[config.mk]
export PLATFORM = sky130hd
export DESIGN_NAME = insert_request_decoder_unit
export DESIGN_NICKNAME = d
export VERILOG_FILES = /design/src/hdl/irdu_pkg.sv /design/src/hdl/irdu_out_fifo.sv /design/src/hdl/insert_request_decoder_unit.sv
export SDC_FILE = /design/constraint.sdc
export NUM_CORES = 1
export LEC_CHECK = 0
export ABC_AREA = 1
export BUFFER_PORTS_ARGS = -buffer_cell sky130_fd_sc_hd__buf_4
export CORE_AREA = 2 2 257 259
export DETAILED_ROUTE_END_ITERATION = 12
export DIE_AREA = 0 0 259 261
export PLACE_DENSITY = 0.72
export SYNTH_ARGS = -nofsm -noshare
export SYNTH_HDL_FRONTEND = slang
export SYNTH_SLANG_ARGS = --single-unit
[constraint.sdc]
create_clock -name clk -period 5.8 [get_ports clk]
set_clock_uncertainty 0.2 [all_clocks]
set_input_delay 0.87 -clock clk [delete_from_list [all_inputs] [get_ports clk]]
set_output_delay 0.87 -clock clk [all_outputs]
set_load 0.02 [all_outputs]
[src/hdl/irdu_pkg.sv]
`timescale 1ns / 1ps

package irdu_pkg;

    localparam int LENGTH_BITS_DEFAULT = 16;
    localparam int MSG_LEN_BITS = 17;
    localparam int REV_BITS = 64;
    localparam int OUT_LEN_BITS = 16;
    localparam int FIFO_DEPTH = 4;

    localparam logic [2:0] STATUS_NONE          = 3'd0;
    localparam logic [2:0] STATUS_TOO_LARGE     = 3'd1;
    localparam logic [2:0] STATUS_MALFORMED     = 3'd2;
    localparam logic [2:0] STATUS_VERSION       = 3'd3;
    localparam logic [2:0] STATUS_COMMAND       = 3'd4;
    localparam logic [2:0] STATUS_PAYLOAD_LARGE = 3'd5;

    localparam logic KIND_BYTE   = 1'b0;
    localparam logic KIND_STATUS = 1'b1;

    localparam logic [7:0] CFG_MAX_MESSAGE = 8'd0;
    localparam logic [7:0] CFG_MAX_PAYLOAD = 8'd1;

    localparam logic [7:0] CHAR_SPACE = 8'h20;

    typedef struct packed {
        logic                    kind;
        logic [7:0]              payload_byte;
        logic [2:0]              status;
        logic [REV_BITS-1:0]     revision;
        logic [OUT_LEN_BITS-1:0] payload_length;
        logic                    final_item;
    } result_t;

    typedef struct packed {
        logic [1:0] count;
        result_t    first;
        result_t    second;
    } push_t;

    function automatic logic [7:0] version_char(input logic [1:0] idx);
        logic [7:0] c;
        unique case (idx)
            2'd0: c = 8'h53;
            2'd1: c = 8'h53;
            2'd2: c = 8'h47;
            default: c = 8'h31;
        endcase
        return c;
    endfunction

    function automatic logic [7:0] command_char(input logic [2:0] idx);
        logic [7:0] c;
        unique case (idx)
            3'd0: c = 8'h49;
            3'd1: c = 8'h4e;
            3'd2: c = 8'h53;
            3'd3: c = 8'h45;
            3'd4: c = 8'h52;
            3'd5: c = 8'h54;
            default: c = 8'h00;
        endcase
        return c;
    endfunction

    // bit 4 set marks a character that is not hex
    function automatic logic [4:0] hex_nibble(input logic [7:0] c);
        logic [4:0] n;
        if (c >= 8'h30 && c <= 8'h39)
            n = {1'b0, 4'(c - 8'h30)};
        else if (c >= 8'h61 && c <= 8'h66)
            n = {1'b0, 4'(c - 8'h57)};
        else if (c >= 8'h41 && c <= 8'h46)
            n = {1'b0, 4'(c - 8'h37)};
        else
            n = 5'h10;
        return n;
    endfunction

endpackage

[src/hdl/irdu_out_fifo.sv]
`timescale 1ns / 1ps

module irdu_out_fifo
(
    input  logic             clk,
    input  logic             rst_n,
    input  irdu_pkg::push_t  push,
    output logic             space,
    output logic             out_valid,
    input  logic             out_ready,
    output irdu_pkg::result_t out_item
);

    irdu_pkg::result_t mem [irdu_pkg::FIFO_DEPTH];
    logic [1:0] wr_ptr_reg;
    logic [1:0] rd_ptr_reg;
    logic [2:0] count_reg;
    logic [2:0] count_next;
    logic       pop;

    assign pop = out_valid && out_ready;
    assign out_valid = count_reg != 3'd0;
    assign out_item = mem[rd_ptr_reg];
    assign space = count_reg <= 3'd2;
    assign count_next = count_reg + {1'b0, push.count} - {2'b00, pop};

    always_ff @(posedge clk)
    begin
        if (push.count != 2'd0)
            mem[wr_ptr_reg] <= push.first;
        if (push.count == 2'd2)
            mem[wr_ptr_reg + 2'd1] <= push.second;
    end

    always_ff @(posedge clk or negedge rst_n)
    begin
        if (!rst_n)
        begin
            wr_ptr_reg <= 2'd0;
            rd_ptr_reg <= 2'd0;
            count_reg  <= 3'd0;
        end
        else
        begin
            wr_ptr_reg <= wr_ptr_reg + push.count;
            rd_ptr_reg <= rd_ptr_reg + {1'b0, pop};
            count_reg  <= count_next;
        end
    end

endmodule

[src/hdl/insert_request_decoder_unit.sv]
`timescale 1ns / 1ps

// Insert request decoder. Takes one message byte per transfer and checks that the
// message reads "<version> INSERT <decimal revision> <hex payload>", emitting each
// decoded payload byte at once (tuser 0) and a status item closing every message
// (tuser 1, tlast 1) carrying status, revision and saturating payload length.
// One byte is taken per clock cycle; all parsing is a single combinational pass into
// the message state registers, and results go into a four-entry output queue, so
// the input stalls only while that queue holds three or more results.
// Configuration registers: index 0 longest accepted message in bytes, index 1
// largest accepted decoded payload in bytes; write them only while no message is
// in flight.

module insert_request_decoder_unit
#(
    parameter int LENGTH_BITS = irdu_pkg::LENGTH_BITS_DEFAULT
)
(
    input  logic        clk,
    input  logic        rst_n,
    input  logic        s_axis_tvalid,
    output logic        s_axis_tready,
    input  logic [7:0]  s_axis_tdata,   // [7:0] message_byte
    input  logic        s_axis_tlast,   // end_of_message
    output logic        m_axis_tvalid,
    input  logic        m_axis_tready,
    output logic [95:0] m_axis_tdata,   // [7:0] payload_byte, [10:8] status,
                                        // [74:11] revision, [90:75] payload_length
    output logic        m_axis_tuser,   // result_kind
    output logic        m_axis_tlast,   // final_item
    input  logic        cfg_valid,
    output logic        cfg_ready,
    input  logic [7:0]  cfg_index,
    input  logic [15:0] cfg_data
);

    localparam int RB = irdu_pkg::REV_BITS;
    localparam int MB = irdu_pkg::MSG_LEN_BITS;

    logic [15:0] max_msg_reg;
    logic [14:0] max_pay_reg;

    logic [MB-1:0]          msg_len_reg,   msg_len_next;
    logic [2:0]             field_reg,     field_next;
    logic [3:0]             pos_reg,       pos_next;
    logic                   ver_ok_reg,    ver_ok_next;
    logic                   cmd_ok_reg,    cmd_ok_next;
    logic [RB-1:0]          rev_reg,       rev_next;
    logic                   rev_bad_reg,   rev_bad_next;
    logic [3:0]             hi_reg,        hi_next;
    logic                   odd_reg,       odd_next;
    logic                   hex_bad_reg,   hex_bad_next;
    logic [LENGTH_BITS-1:0] pcount_reg,    pcount_next;
    logic [1:0]             u_rem_reg,     u_rem_next;
    logic [2:0]             u_len_reg,     u_len_next;
    logic [20:0]            u_val_reg,     u_val_next;
    logic                   u_bad_reg,     u_bad_next;

    irdu_pkg::push_t   push;
    irdu_pkg::result_t out_item;
    logic              space;
    logic              accept;

    logic [7:0]    c;
    logic [4:0]    nib;
    logic [7:0]    dbyte;
    logic          emit;
    logic [RB+3:0] rev_wide;
    logic [2:0]    st;
    irdu_pkg::result_t byte_item, stat_item;

    assign s_axis_tready = space;
    assign accept = s_axis_tvalid && s_axis_tready;
    assign cfg_ready = 1'b1;
    assign c = s_axis_tdata;

    always_comb
    begin
        msg_len_next = msg_len_reg;
        field_next   = field_reg;
        pos_next     = pos_reg;
        ver_ok_next  = ver_ok_reg;
        cmd_ok_next  = cmd_ok_reg;
        rev_next     = rev_reg;
        rev_bad_next = rev_bad_reg;
        hi_next      = hi_reg;
        odd_next     = odd_reg;
        hex_bad_next = hex_bad_reg;
        pcount_next  = pcount_reg;
        u_rem_next   = u_rem_reg;
        u_len_next   = u_len_reg;
        u_val_next   = u_val_reg;
        u_bad_next   = u_bad_reg;
        emit  = 1'b0;
        nib   = irdu_pkg::hex_nibble(c);
        dbyte = {hi_reg, nib[3:0]};
        rev_wide = {1'b0, rev_reg, 3'd0} + {3'd0, rev_reg, 1'b0}
                   + {{RB{1'b0}}, 4'(c - 8'h30)};

        if (msg_len_reg != {MB{1'b1}})
            msg_len_next = msg_len_reg + 1'b1;

        if (c == irdu_pkg::CHAR_SPACE)
        begin
            if (field_reg == 3'd0 && pos_reg != 4'd4) ver_ok_next = 1'b0;
            if (field_reg == 3'd1 && pos_reg != 4'd6) cmd_ok_next = 1'b0;
            if (field_reg == 3'd2 && pos_reg == 4'd0) rev_bad_next = 1'b1;
            if (field_reg == 3'd3 && odd_reg) hex_bad_next = 1'b1;
            if (field_reg != 3'd7) field_next = field_reg + 3'd1;
            pos_next = 4'd0;
        end
        else
        begin
            case (field_reg)
                3'd0:
                begin
                    if (pos_reg >= 4'd4 || irdu_pkg::version_char(pos_reg[1:0]) != c)
                        ver_ok_next = 1'b0;
                end
                3'd1:
                begin
                    if (pos_reg >= 4'd6 || irdu_pkg::command_char(pos_reg[2:0]) != c)
                        cmd_ok_next = 1'b0;
                end
                3'd2:
                begin
                    if (c >= 8'h30 && c <= 8'h39)
                    begin
                        if (rev_wide[RB+3:RB] != 4'd0) rev_bad_next = 1'b1;
                        else rev_next = rev_wide[RB-1:0];
                    end
                    else
                        rev_bad_next = 1'b1;
                end
                3'd3:
                begin
                    if (nib[4]) hex_bad_next = 1'b1;
                    if (!odd_reg)
                    begin
                        hi_next  = nib[4] ? 4'd0 : nib[3:0];
                        odd_next = 1'b1;
                    end
                    else
                    begin
                        odd_next = 1'b0;
                        if (!hex_bad_next)
                        begin
                            emit = 1'b1;
                            if (pcount_reg != {LENGTH_BITS{1'b1}})
                                pcount_next = pcount_reg + 1'b1;
                            if (!u_bad_reg)
                            begin
                                if (u_rem_reg == 2'd0)
                                begin
                                    if (dbyte == 8'h00)
                                        u_bad_next = 1'b1;
                                    else if (dbyte <= 8'h7f)
                                        u_bad_next = 1'b0;
                                    else if (dbyte >= 8'hc2 && dbyte <= 8'hdf)
                                    begin
                                        u_len_next = 3'd2; u_rem_next = 2'd1;
                                        u_val_next = {16'd0, dbyte[4:0]};
                                    end
                                    else if (dbyte >= 8'he0 && dbyte <= 8'hef)
                                    begin
                                        u_len_next = 3'd3; u_rem_next = 2'd2;
                                        u_val_next = {17'd0, dbyte[3:0]};
                                    end
                                    else if (dbyte >= 8'hf0 && dbyte <= 8'hf4)
                                    begin
                                        u_len_next = 3'd4; u_rem_next = 2'd3;
                                        u_val_next = {18'd0, dbyte[2:0]};
                                    end
                                    else
                                        u_bad_next = 1'b1;
                                end
                                else if (dbyte[7:6] != 2'b10)
                                begin
                                    u_bad_next = 1'b1;
                                    u_rem_next = 2'd0;
                                end
                                else
                                begin
                                    u_val_next = {u_val_reg[14:0], dbyte[5:0]};
                                    u_rem_next = u_rem_reg - 2'd1;
                                    if (u_rem_next == 2'd0)
                                    begin
                                        if ((u_len_reg == 3'd3 && u_val_next < 21'h800) ||
                                            (u_len_reg == 3'd4 && u_val_next < 21'h10000) ||
                                            (u_val_next >= 21'hd800 &&
                                             u_val_next <= 21'hdfff) ||
                                            u_val_next > 21'h10ffff)
                                            u_bad_next = 1'b1;
                                    end
                                end
                            end
                        end
                    end
                end
                default:
                begin
                end
            endcase
            if (pos_reg != 4'd15) pos_next = pos_reg + 4'd1;
        end

        if (s_axis_tlast)
        begin
            if (field_next == 3'd0 && pos_next != 4'd4) ver_ok_next = 1'b0;
            if (field_next == 3'd1 && pos_next != 4'd6) cmd_ok_next = 1'b0;
            if (field_next == 3'd2 && pos_next == 4'd0) rev_bad_next = 1'b1;
            if (field_next == 3'd3 && odd_next) hex_bad_next = 1'b1;
        end

        if (msg_len_next > MB'(max_msg_reg))
            st = irdu_pkg::STATUS_TOO_LARGE;
        else if (field_next != 3'd3)
            st = irdu_pkg::STATUS_MALFORMED;
        else if (!ver_ok_next)
            st = irdu_pkg::STATUS_VERSION;
        else if (!cmd_ok_next)
            st = irdu_pkg::STATUS_COMMAND;
        else if (rev_bad_next || rev_next == '0)
            st = irdu_pkg::STATUS_MALFORMED;
        else if (hex_bad_next)
            st = irdu_pkg::STATUS_MALFORMED;
        else if (33'(pcount_next) > 33'(max_pay_reg))
            st = irdu_pkg::STATUS_PAYLOAD_LARGE;
        else if (u_bad_next || u_rem_next != 2'd0)
            st = irdu_pkg::STATUS_MALFORMED;
        else
            st = irdu_pkg::STATUS_NONE;

        byte_item = '0;
        byte_item.kind = irdu_pkg::KIND_BYTE;
        byte_item.payload_byte = dbyte;

        stat_item = '0;
        stat_item.kind = irdu_pkg::KIND_STATUS;
        stat_item.status = st;
        stat_item.revision = (st == irdu_pkg::STATUS_NONE) ? rev_next : '0;
        stat_item.payload_length = irdu_pkg::OUT_LEN_BITS'(pcount_next);
        stat_item.final_item = 1'b1;

        push.first  = emit ? byte_item : stat_item;
        push.second = stat_item;
        if (!accept)
            push.count = 2'd0;
        else
            push.count = {1'b0, emit} + {1'b0, s_axis_tlast};
    end

    always_ff @(posedge clk or negedge rst_n)
    begin
        if (!rst_n)
        begin
            max_msg_reg <= 16'hffff;
            max_pay_reg <= 15'h7fff;
        end
        else if (cfg_valid && cfg_ready)
        begin
            if (cfg_index == irdu_pkg::CFG_MAX_MESSAGE)
                max_msg_reg <= cfg_data;
            else if (cfg_index == irdu_pkg::CFG_MAX_PAYLOAD)
                max_pay_reg <= cfg_data[14:0];
        end
    end

    always_ff @(posedge clk or negedge rst_n)
    begin
        if (!rst_n)
        begin
            msg_len_reg <= '0;
            field_reg   <= '0;
            pos_reg     <= '0;
            ver_ok_reg  <= 1'b1;
            cmd_ok_reg  <= 1'b1;
            rev_reg     <= '0;
            rev_bad_reg <= 1'b0;
            hi_reg      <= '0;
            odd_reg     <= 1'b0;
            hex_bad_reg <= 1'b0;
            pcount_reg  <= '0;
            u_rem_reg   <= '0;
            u_len_reg   <= '0;
            u_val_reg   <= '0;
            u_bad_reg   <= 1'b0;
        end
        else if (accept && s_axis_tlast)
        begin
            msg_len_reg <= '0;
            field_reg   <= '0;
            pos_reg     <= '0;
            ver_ok_reg  <= 1'b1;
            cmd_ok_reg  <= 1'b1;
            rev_reg     <= '0;
            rev_bad_reg <= 1'b0;
            hi_reg      <= '0;
            odd_reg     <= 1'b0;
            hex_bad_reg <= 1'b0;
            pcount_reg  <= '0;
            u_rem_reg   <= '0;
            u_len_reg   <= '0;
            u_val_reg   <= '0;
            u_bad_reg   <= 1'b0;
        end
        else if (accept)
        begin
            msg_len_reg <= msg_len_next;
            field_reg   <= field_next;
            pos_reg     <= pos_next;
            ver_ok_reg  <= ver_ok_next;
            cmd_ok_reg  <= cmd_ok_next;
            rev_reg     <= rev_next;
            rev_bad_reg <= rev_bad_next;
            hi_reg      <= hi_next;
            odd_reg     <= odd_next;
            hex_bad_reg <= hex_bad_next;
            pcount_reg  <= pcount_next;
            u_rem_reg   <= u_rem_next;
            u_len_reg   <= u_len_next;
            u_val_reg   <= u_val_next;
            u_bad_reg   <= u_bad_next;
        end
    end

    irdu_out_fifo u_out_fifo
    (
        .clk       (clk),
        .rst_n     (rst_n),
        .push      (push),
        .space     (space),
        .out_valid (m_axis_tvalid),
        .out_ready (m_axis_tready),
        .out_item  (out_item)
    );

    assign m_axis_tuser = out_item.kind;
    assign m_axis_tlast = out_item.final_item;
    assign m_axis_tdata = {5'd0, out_item.payload_length, out_item.revision,
                           out_item.status, out_item.payload_byte};

endmodule

==> results_dict.tcl <==
set metrics [dict create \
    crit_path_max_fanout 19 \
    yosysUniqueCellTypes 60 \
    place_area_sq_um 35000 \
    max_freq_mhz 183 \
    drv_cap 0 \
    fill_cells 5794 \
    ys_seq_area_frac 0.467 \
    run_status "finished, final reports clean" \
    fin_area_sq_um 36800 \
    hold_buffers 0 \
    drcViolationCount 0 \
    totalPowerFinal_mw 14.1 \
    crit_top_cell "nand2_1" \
    first_iter_violations 2990 \
    cp_num_buf_inv 4 \
    wire_per_inst_um 18.9 \
    wl_mm 95.1 \
    synth-warning-count 0 \
    clock-sinks 540 \
    timing.final.crit_share 0.943 \
    synth_ff_type "edfxtp_1" \
    first_pass_iters 5 \
    required_ns 5.94 \
    largest_reg_flops 368 \
    cp-end-kind "flop" \
    dp_cells 4921 \
    cellPowerDensity_nw_per_um2 383 \
    p_leak_nw 16.2 \
    pwr-share-comb 0.417 \
    switching_share 0.403 \
    synth_edf_count 332 \
    switching_power_mw 5.68 \
    maxSlewHeadroom 0.241 \
    dr_total_vias 28200 \
    crit_slowest_cell "dfrtp_2" \
    clk_pin_slew_worst_paths_ns 0.07 \
    cts_tree "yes" \
    syn-instance-count 3919 \
    die_x_um 259 \
    crit_type "reg -> reg" \
    place_congestion 1.01 \
    final_layout_size_suffix_gt1_frac 0.129 \
    synth_seq_cells 540 \
    num_rows 94 \
    pre_cts_ws_ns -0.216 \
    hp-class "in -> async" \
    grt_usage 0.276 \
    grt_antenna_before_repair 1 \
    syn-cell-area_sq_um 32200 \
    setup_viol 0 \
    layout-area-overhead-vs-synth_pct 14.3 \
    antenna_cells 0 \
    layout_common_cells "nor2_1, nand2_1, inv_1, edfxtp_1, buf_4" \
    crit_family "simple AND/OR/NAND/NOR gates" \
    p_int_mw 8.42 \
    period_needed_ns 5.47 \
    die-area_sq_um 67600 \
    gr-total-overflow 0 \
    avgViaCountPerCell 5.61 \
    start_util 0.495 \
    max_stage_delay_ns 0.50 \
    hold_violations 0 \
    grt_pass1_vias 26300 \
    cts_buffer_depth 3 \
    core_sq_um 65000 \
    drtAntennaViolNets 0 \
    dpl.hpwl_mm 66.5 \
    layout.cells.non_filler 5022 \
    seq_power_share 0.344 \
    grt_max_degree 92 \
    numPortBuffers 132 \
    crit_path_start_kind "flop" \
    cts_inserted_buffers 53 \
    peakVddDrop_mv 0.302 \
    slew_viol_final 0 \
    cts_root_buf "clkbuf_16" \
    grt_pass1_wl_mm 146 \
    clk-insertion-delay-late_ns 0.62 \
    worstPathArrival_ns 5.60 \
    fin_ws_ns 0.332 \
    pwr-share-clk 0.239 \
    final_nets 4337 \
    totalNegativeSetupSlack_ns 0 \
    ios 139 \
    die_h_um 261 \
    postSynth.asyncResetShare 0.319 \
    tightest_slew_ns 1.13 \
    postSynthAreaPerCell_sq_um 8.21 \
    cts_setup_buffers 0 \
    cts.htree.levels 2 \
]
-- metrics by stage --
stage / utilization / hold slack, ns
3_3_place_gp: 0.539 / 0.236
6_report: 0.566 / 0.129
3_5_place_dp: 0.539 / 0.237
2_1_floorplan: - / 0.222
5_1_grt: 0.566 / 0.221
4_1_cts: 0.565 / 0.195
-- worst reg2reg max path, delay by kind of cell, from the launching register on --
kind                     cells  cell delay, ns
AND/OR/NAND/NOR             22            2.90
buffers and inverters        4            0.81
adder cells (fa/ha/maj)      2            0.72
flip-flops                   1            0.50
AO/OA/AOI/OAI                1            0.08
-- path summary, 6_finish.rpt --
kind | depth (start not counted) | startpoint | to | slack, ns
worst max-delay path | 29 | rev_reg[55] | u_out_fifo.mem[2][31] | 0.33
worst min-delay path | 1 | rst_n | u_out_fifo.rd_ptr_reg[0] | 0.13
worst max register to register | 29 | rev_reg[55] | u_out_fifo.mem[2][31] | 0.33
worst min register to register | 2 | u_out_fifo.mem[2][0] | u_out_fifo.mem[2][0] | 0.25
max in group asynchronous | 2 | rst_n | rev_reg[40] | 4.09
min in group clk | 2 | u_out_fifo.mem[2][0] | u_out_fifo.mem[2][0] | 0.25
-- Yosys cell counts, types with 7 or more instances --
cell type	count	area share
nand2_2	8	0.0016
nor4_1	14	0.0027
nand3_2	22	0.0068
o21ai_1	16	0.0025
or2_2	11	0.0021
dfstp_2	33	0.027
clkinv_1	7	0.00082
nand3_4	9	0.0049
dfrtp_1	139	0.11
xnor2_1	16	0.0044
buf_2	10	0.0016
o22ai_1	157	0.031
inv_1	422	0.049
ha_1	183	0.071
xor2_1	62	0.017
buf_4	8	0.0019
dfxtp_1	36	0.022
clkbuf_1	135	0.016
a22o_1	61	0.017
nor3_1	48	0.0075
buf_6	16	0.0056
nor2_1	732	0.085
o21bai_1	19	0.0044
nand4_1	63	0.012
nand3_1	129	0.020
a21oi_1	131	0.020
inv_2	24	0.0028
edfxtp_1	332	0.31
nand2_1	729	0.085
o21ai_0	286	0.044
-- per-layer routing --
metal,vias up,global-route usage,share of wire
met1,13400,0.406,0.44
li1,13500,-,-
met4,0,0.0692,0.021
met3,135,0.0364,0.084
met5,-,0,0
met2,1141,0.432,0.45
-- logic make-up after synthesis --
family	after synthesis	synth area share
AO/OA/AOI/OAI	706	0.128
multiplexers	1	0.000311
XOR/XNOR	78	0.0212
flip-flops	540	0.467
buffers and inverters	625	0.0785
adder cells (fa/ha/maj)	186	0.0730
other	2	0.000233
AND/OR/NAND/NOR	1781	0.232
-- power groups by stage --
stage	Clock, mW	Sequential, mW	Combinational [mW]
6_report	3.38	4.85	5.87
2_1_floorplan	0	4.80	3.65
4_1_cts	3.40	4.84	5.83
3_5_place_dp	0	4.91	5.80
5_1_grt	3.55	4.90	6.34
3_3_place_gp	0	4.90	5.74
-- area by class of cell --
cell class,instances,area [sq um],area share
Timing Repair Buffer,306,2520,0.0685
Inverter,454,1710,0.0464
Clock buffer,76,1550,0.0421
Sequential cell,540,15000,0.409
Tap cell,864,1080,0.0294
Multi-Input combinational cell,2758,14700,0.401
Clock inverter,24,149,0.00405
-- what timing repair did --
action                                  in CTS  in global routing
hold endpoints to repair                     0                  0
gates resized for setup                      0                 14
endpoints found under the setup margin       0                230
Power figures use the tool's default switching activity.
